<file path="src/design/assert_macros.svh">
// Assertion macros used by the request head checker top level.
`ifndef ASSERT_MACROS_SVH
`define ASSERT_MACROS_SVH
`ifndef SYNTHESIS
`define ASSERT_IMPLY(label, clk, rst, pre, post, msg) \
  label: assert property (@(posedge clk) disable iff (rst) (pre) |-> (post)) else $error(msg);
`define ASSERT_NEXT(label, clk, rst, pre, post, msg) \
  label: assert property (@(posedge clk) disable iff (rst) (pre) |=> (post)) else $error(msg);
`else
`define ASSERT_IMPLY(label, clk, rst, pre, post, msg)
`define ASSERT_NEXT(label, clk, rst, pre, post, msg)
`endif
`endif

</file>
<file path="src/design/hrhc_pkg.sv">
// Types, codes and character tables of the request head checker.
`default_nettype none
package hrhc_pkg;

  typedef enum logic [4:0] {
    ST_METHOD     = 5'd0,
    ST_PATH_START = 5'd1,
    ST_PATH       = 5'd2,
    ST_VER0       = 5'd3,
    ST_VER1       = 5'd4,
    ST_VER2       = 5'd5,
    ST_VER3       = 5'd6,
    ST_VER4       = 5'd7,
    ST_VER5       = 5'd8,
    ST_VER6       = 5'd9,
    ST_VER7       = 5'd10,
    ST_LINE_CR    = 5'd11,
    ST_LINE_LF    = 5'd12,
    ST_NAME_START = 5'd13,
    ST_NAME       = 5'd14,
    ST_COLON_SP   = 5'd15,
    ST_VAL_START  = 5'd16,
    ST_VAL        = 5'd17,
    ST_HDR_LF     = 5'd18,
    ST_LAST_LF    = 5'd19,
    ST_DONE       = 5'd20,
    ST_ERROR      = 5'd21
  } parse_state_t;

  typedef enum logic [2:0] {
    FIELD_NONE   = 3'd0,
    FIELD_METHOD = 3'd1,
    FIELD_PATH   = 3'd2,
    FIELD_NAME   = 3'd3,
    FIELD_VALUE  = 3'd4
  } field_t;

  typedef enum logic [1:0] {
    STATUS_PARSING  = 2'd0,
    STATUS_COMPLETE = 2'd1,
    STATUS_ERROR    = 2'd2
  } status_t;

  typedef struct packed {
    parse_state_t nx;
    field_t       kind;
    field_t       ended;
    status_t      status;
  } step_t;

  localparam logic [7:0] CHAR_TAB   = 8'h09;
  localparam logic [7:0] CHAR_LF    = 8'h0A;
  localparam logic [7:0] CHAR_CR    = 8'h0D;
  localparam logic [7:0] CHAR_SPACE = 8'h20;
  localparam logic [7:0] CHAR_SLASH = 8'h2F;
  localparam logic [7:0] CHAR_COLON = 8'h3A;
  localparam logic [7:0] CHAR_DEL   = 8'h7F;

  localparam logic [7:0] VERSION_TEXT [8] = '{
    8'h48, 8'h54, 8'h54, 8'h50, 8'h2F, 8'h31, 8'h2E, 8'h31
  };

  // Bit c[2:0] of entry c[6:3] marks a header name byte.
  localparam logic [7:0] NAME_BITS [16] = '{
    8'h00, 8'h00, 8'h00, 8'h00, 8'hFB, 8'h6C, 8'hFF, 8'h03,
    8'hFE, 8'hFF, 8'hFF, 8'hC7, 8'hFF, 8'hFF, 8'hFF, 8'h57
  };

  function automatic logic is_name_byte(input logic [7:0] c);
    logic [7:0] row;
    row = NAME_BITS[c[6:3]];
    return !c[7] && row[c[2:0]];
  endfunction

  function automatic logic is_value_byte(input logic [7:0] c);
    return (c == CHAR_TAB) || ((c > 8'd31) && (c != CHAR_DEL));
  endfunction

  function automatic logic is_path_byte(input logic [7:0] c);
    return (c >= 8'd33) && (c <= 8'd126);
  endfunction

endpackage
`default_nettype wire

</file>
<file path="src/design/hrhc_step.sv">
// Next-state and result logic of the request head grammar for one byte.
`default_nettype none
module hrhc_step (
  input  wire logic [7:0]           data_byte,
  input  wire logic                 restart,
  input  wire hrhc_pkg::parse_state_t state,
  output hrhc_pkg::step_t           step
);
  import hrhc_pkg::*;

  parse_state_t s;
  parse_state_t nx;
  field_t       kind;
  field_t       ended;
  logic [2:0]   ver_idx;

  assign s       = restart ? ST_METHOD : state;
  assign ver_idx = 3'(s - ST_VER0);

  always_comb begin
    nx    = ST_ERROR;
    kind  = FIELD_NONE;
    ended = FIELD_NONE;
    case (s)
      ST_METHOD: begin
        if (data_byte == CHAR_SPACE) begin
          ended = FIELD_METHOD;
          nx    = ST_PATH_START;
        end else if (data_byte >= 8'h41 && data_byte <= 8'h5A) begin
          kind = FIELD_METHOD;
          nx   = ST_METHOD;
        end
      end
      ST_PATH_START: begin
        if (data_byte == CHAR_SLASH) begin
          kind = FIELD_PATH;
          nx   = ST_PATH;
        end
      end
      ST_PATH: begin
        if (data_byte == CHAR_SPACE) begin
          ended = FIELD_PATH;
          nx    = ST_VER0;
        end else if (is_path_byte(data_byte)) begin
          kind = FIELD_PATH;
          nx   = ST_PATH;
        end
      end
      ST_VER0, ST_VER1, ST_VER2, ST_VER3, ST_VER4, ST_VER5, ST_VER6, ST_VER7: begin
        if (data_byte == VERSION_TEXT[ver_idx]) begin
          nx = parse_state_t'(s + 5'd1);
        end
      end
      ST_LINE_CR: begin
        if (data_byte == CHAR_CR) begin
          nx = ST_LINE_LF;
        end
      end
      ST_LINE_LF, ST_HDR_LF: begin
        if (data_byte == CHAR_LF) begin
          nx = ST_NAME_START;
        end
      end
      ST_NAME_START: begin
        if (data_byte == CHAR_CR) begin
          nx = ST_LAST_LF;
        end else if (is_name_byte(data_byte)) begin
          kind = FIELD_NAME;
          nx   = ST_NAME;
        end
      end
      ST_NAME: begin
        if (data_byte == CHAR_COLON) begin
          ended = FIELD_NAME;
          nx    = ST_COLON_SP;
        end else if (is_name_byte(data_byte)) begin
          kind = FIELD_NAME;
          nx   = ST_NAME;
        end
      end
      ST_COLON_SP: begin
        if (data_byte == CHAR_SPACE) begin
          nx = ST_VAL_START;
        end
      end
      ST_VAL_START: begin
        if (is_value_byte(data_byte)) begin
          kind = FIELD_VALUE;
          nx   = ST_VAL;
        end
      end
      ST_VAL: begin
        if (data_byte == CHAR_CR) begin
          ended = FIELD_VALUE;
          nx    = ST_HDR_LF;
        end else if (is_value_byte(data_byte)) begin
          kind = FIELD_VALUE;
          nx   = ST_VAL;
        end
      end
      ST_LAST_LF: begin
        if (data_byte == CHAR_LF) begin
          nx = ST_DONE;
        end
      end
      ST_DONE: begin
        nx = ST_DONE;
      end
      default: begin
        nx = ST_ERROR;
      end
    endcase
  end

  always_comb begin
    step.nx     = nx;
    step.kind   = kind;
    step.ended  = ended;
    step.status = STATUS_PARSING;
    if (nx == ST_ERROR) begin
      step.kind   = FIELD_NONE;
      step.ended  = FIELD_NONE;
      step.status = STATUS_ERROR;
    end else if (nx == ST_DONE) begin
      step.status = STATUS_COMPLETE;
    end
    if (s == ST_DONE) begin
      step.kind  = FIELD_NONE;
      step.ended = FIELD_NONE;
    end
  end

endmodule
`default_nettype wire

</file>
<file path="src/design/http_request_head_checker_top.sv">
// Top level of the request head checker: parse state and result register.
// Each accepted item gives one result in the cycle after it is taken, in the output register.
// Throughput is one item per cycle while the output is not stalled; the only loop is the parse state register.
// An item is taken whenever the output register is empty or its result leaves.
// Synchronous reset returns the parser to the method state and empties the output.
`default_nettype none
`include "assert_macros.svh"
module http_request_head_checker_top (
  input  wire logic       clk,
  input  wire logic       rst,
  input  wire logic       in_valid,
  output logic            in_stall,
  input  wire logic [7:0] data_byte,
  input  wire logic       restart,
  output logic            out_valid,
  input  wire logic       out_stall,
  output logic [7:0]      byte_out,
  output logic [2:0]      field_kind,
  output logic [2:0]      ended_field,
  output logic [1:0]      status
);
  import hrhc_pkg::*;

  parse_state_t state;
  step_t        step;
  logic         in_accept;
  logic [7:0]   byte_reg;
  field_t       kind_reg;
  field_t       ended_reg;
  status_t      status_reg;

  hrhc_step u_step (
    .data_byte (data_byte),
    .restart   (restart),
    .state     (state),
    .step      (step)
  );

  assign in_stall  = out_valid && out_stall;
  assign in_accept = in_valid && !in_stall;

  always_ff @(posedge clk) begin
    if (rst) begin
      state     <= ST_METHOD;
      out_valid <= 1'b0;
    end else begin
      if (in_accept) begin
        state     <= step.nx;
        out_valid <= 1'b1;
      end else if (!out_stall) begin
        out_valid <= 1'b0;
      end
    end
  end

  always_ff @(posedge clk) begin
    if (in_accept) begin
      byte_reg   <= data_byte;
      kind_reg   <= step.kind;
      ended_reg  <= step.ended;
      status_reg <= step.status;
    end
  end

  assign byte_out    = byte_reg;
  assign field_kind  = kind_reg;
  assign ended_field = ended_reg;
  assign status      = status_reg;

  `ASSERT_IMPLY(a_error_no_tags, clk, rst, out_valid && status_reg == STATUS_ERROR, kind_reg == FIELD_NONE && ended_reg == FIELD_NONE, "Error result carries a field tag.")
  `ASSERT_IMPLY(a_tag_exclusive, clk, rst, out_valid && kind_reg != FIELD_NONE, ended_reg == FIELD_NONE, "Result is both content and delimiter.")
  `ASSERT_NEXT(a_error_sticks, clk, rst, in_accept && !restart && state == ST_ERROR, out_valid && status_reg == STATUS_ERROR && state == ST_ERROR, "Error state did not stick.")
  `ASSERT_NEXT(a_done_sticks, clk, rst, in_accept && !restart && state == ST_DONE, out_valid && status_reg == STATUS_COMPLETE && state == ST_DONE, "Complete state did not stick.")

endmodule
`default_nettype wire

</file>
<file path="config.mk">
export PLATFORM = sky130hd
export DESIGN_NAME = http_request_head_checker_top
export DESIGN_NICKNAME = d
export VERILOG_FILES = /design/src/design/hrhc_pkg.sv /design/src/design/hrhc_step.sv /design/src/design/http_request_head_checker_top.sv
export VERILOG_INCLUDE_DIRS = /design/src /design/src/design
export SDC_FILE = /design/constraint.sdc
export NUM_CORES = 1
export LEC_CHECK = 0
export BUFFER_PORTS_ARGS = -buffer_cell sky130_fd_sc_hd__buf_2
export CAP_MARGIN = 10
export CORE_MARGIN = 1.5
export CORE_UTILIZATION = 60
export CTS_CLUSTER_DIAMETER = 120
export DETAILED_ROUTE_END_ITERATION = 12
export PLACE_DENSITY_LB_ADDON = 0.08
export SYNTH_ARGS = -nofsm -noshare
export SYNTH_HDL_FRONTEND = slang
export SYNTH_SLANG_ARGS = --single-unit
</file>
<file path="constraint.sdc">
create_clock -name clk -period 5.2 [get_ports clk]
set_clock_uncertainty 0.05 [all_clocks]
set_input_delay 0.52 -clock clk [delete_from_list [all_inputs] [get_ports clk]]
set_output_delay 0.52 -clock clk [all_outputs]
set_load 0.01 [all_outputs]
</file>
==> out/metrics.yaml <==
p_leak_nw: 0.8688
synth-async-reset-ratio: 0
worst_pin_slew_ns: 1.129
fin_nets: 295
synth_flop_cell: "edfxtp_1"
drt_iter0_markers: 205
cts_tree: "yes"
yosys-top-cells-area: "edfxtp_1, dfxtp_1, ha_1"
start_kind: "register"
maxSlewViolCount: 0
ios: 31
synthTopCellsByCount: "nor2_1, nand2_1, edfxtp_1, a21oi_1, o21ai_0"
syn_area_um2: 2076
post-route-min-period_ns: 3.773
min_path_type: "in -> reg"
p_total_mw: 0.4324
yosysWarningCount: 0
crit_required_ns: 5.24
relSlewSlack: 0.2442
antenna_found_initial: 0
status: "finished clean"
tritoncts.num_buffers: 3
synth_seq_cells: 22
dieArea_um2: 3822
crit_path_end_kind: "register"
max_freq_mhz: 265.1
areaGrowthSynthToFinish_pct: 7.655
grt_max_degree: 27
synth_top_family_by_area: "simple AND/OR/NAND/NOR gates"
yosysSeqAreaShare: 0.2893
synth_edf_count: 16
wl_mm: 5.349
synth_compound_area_frac: 0.2550
cap_violations: 0
dr.pass1.iters: 5
met1_usage: 0.4280
synthMuxAreaShare: 0.009644
syn-num-nets: 278
core-area_um2: 3337
holdBufCountCts: 0
cts-root-buf: "clkbuf_4"
yosysMostFrequentCell: "nor2_1"
synth_xor_area_frac: 0.02110
hold_violations: 0
rows: 21
synth_top_area_share: 0.2315
layout-drive-gt1-share: 0.1502
peakVddDrop_v: 0.00007880
post_cts_resize_count: 0
clock_latency_ns: 0.32
fin_tns_setup_ns: 0
synthAdderAreaFrac: 0.04822
largest_reg_flops: 8
path_max_fanout: 20
overflow: 0
finalCritPeriodShare: 0.7255
grt_util_met3: 0.05797
fin_area_um2: 2235
die_h_um: 61.82
rsz0062_at_grt: "false"
use_met2: 0.4406
setup_viol: 0
gp_congestion: 0.9776
grt_first_pass_wirelength_mm: 8.397
wl_per_cell_um: 16.77
htreeDepth: 1
postCtsSetupRepairBufs: 0
worstSetupPathType: "reg -> reg"
clk_path_buf_depth: 2
post_dp_cell_area_um2: 2208
initial_core_util: 0.6220
dieWidth_um: 61.82
synthCells: 257
synthSimpleGateAreaFrac: 0.3213
worstPathArrival_ns: 3.81
clkSinkCount: 22
syn_avg_cell_area_um2: 8.077
pre_cts_slack_ns: 1.291
grt_pass1_vias: 1731
route.vias.total: 2125
worst_slack_ns: 1.427
power_density_nw_per_um2: 193.5
antenna_left: 0
synth_cell_types: 60
finish.utilization: 0.6697
drc: 0
yosysTopAreaCell: "edfxtp_1"
clk_pin_slew_ns: 0.12
grt_usage: 0.2937
viasPerCell: 6.661
diodes: 0
top_usage_layer: "met2"
dp_hpwl_mm: 3.954
port_buffers: 30
==> routing by layer <==
metal,vias up,wire (µm)
li1,1012,-
met1,979,2328
met2,121,2419
met3,13,491
met4,0,110
met5,-,0
==> where the power goes <==
part / switching (mW) / internal (mW)
Clock: 0.0537 / 0.0281
Sequential: 0.0151 / 0.202
Combinational: 0.0815 / 0.0519
Total: 0.150 / 0.282
==> cell type report <==
type	instances	area, µm²
Clock buffer	3	22.52
Clock inverter	1	3.754
Fill cell	298	1102
Inverter	10	37.54
Multi-Input combinational cell	207	1363
Sequential cell	22	600.6
Tap cell	46	57.56
Timing Repair Buffer	30	150.1
==> logic make-up (layout without fill, tap and decap cells) <==
| group | count (synthesis) | count (layout) |
|---|---|---|
| buf+inv | 28 | 44 |
| xor+xnor | 5 | 5 |
| compound gates | 75 | 75 |
| flops | 22 | 22 |
| simple gates | 117 | 117 |
| mux | 2 | 2 |
| fa+ha+maj | 8 | 8 |
==> worst max-delay path: stages (launching register included) <==
cell,delay (ns)
dfxtp_1,0.60
nand2b_1,0.19
inv_1,0.14
ha_1,0.56
clkinv_1,0.32
nor3_1,0.24
ha_1,0.23
a211o_1,0.14
nor4_1,0.06
a21oi_1,0.30
or4b_4,0.54
and3_1,0.18
==> cell usage in the layout (no fill, tap or decap), drive strengths merged, types with 3 or more instances in the layout <==
master / count
a211o: 4
a211oi: 5
a21oi: 16
a311oi: 5
a31oi: 4
a41oi: 3
and3: 8
buf: 30
clkbuf: 3
dfxtp: 6
edfxtp: 16
ha: 8
inv: 9
nand2: 18
nand2b: 12
nand3: 6
nor2: 25
nor2b: 7
nor3: 7
nor3b: 5
nor4: 7
nor4b: 3
o2111ai: 4
o21ai: 17
or3: 3
or3b: 3
xnor2: 3
==> path summary, 6_finish.rpt <==
kind	depth (start not counted)	endpoint	slack, ns	from
max	11	status[1]$_SDFFCE_PN1P_	1.43	state[0]$_SDFFE_PP0P_
min	3	out_valid$_SDFFE_PP0P_	0.37	in_valid
max reg2reg	11	status[1]$_SDFFCE_PN1P_	1.43	state[0]$_SDFFE_PP0P_
min reg2reg	2	state[1]$_SDFFE_PP0P_	0.56	state[1]$_SDFFE_PP0P_
==> per-stage QoR <==
step / instances / hold slack [ns]
final: 319 / 0.3679
after global routing: 319 / 0.3773
after CTS: 319 / 0.3763
after detailed placement: 315 / 0.5286
after global placement: 315 / 0.5314
after floorplan: 257 / 0.4710
No activity file was read; power rests on OpenSTA's default activity.
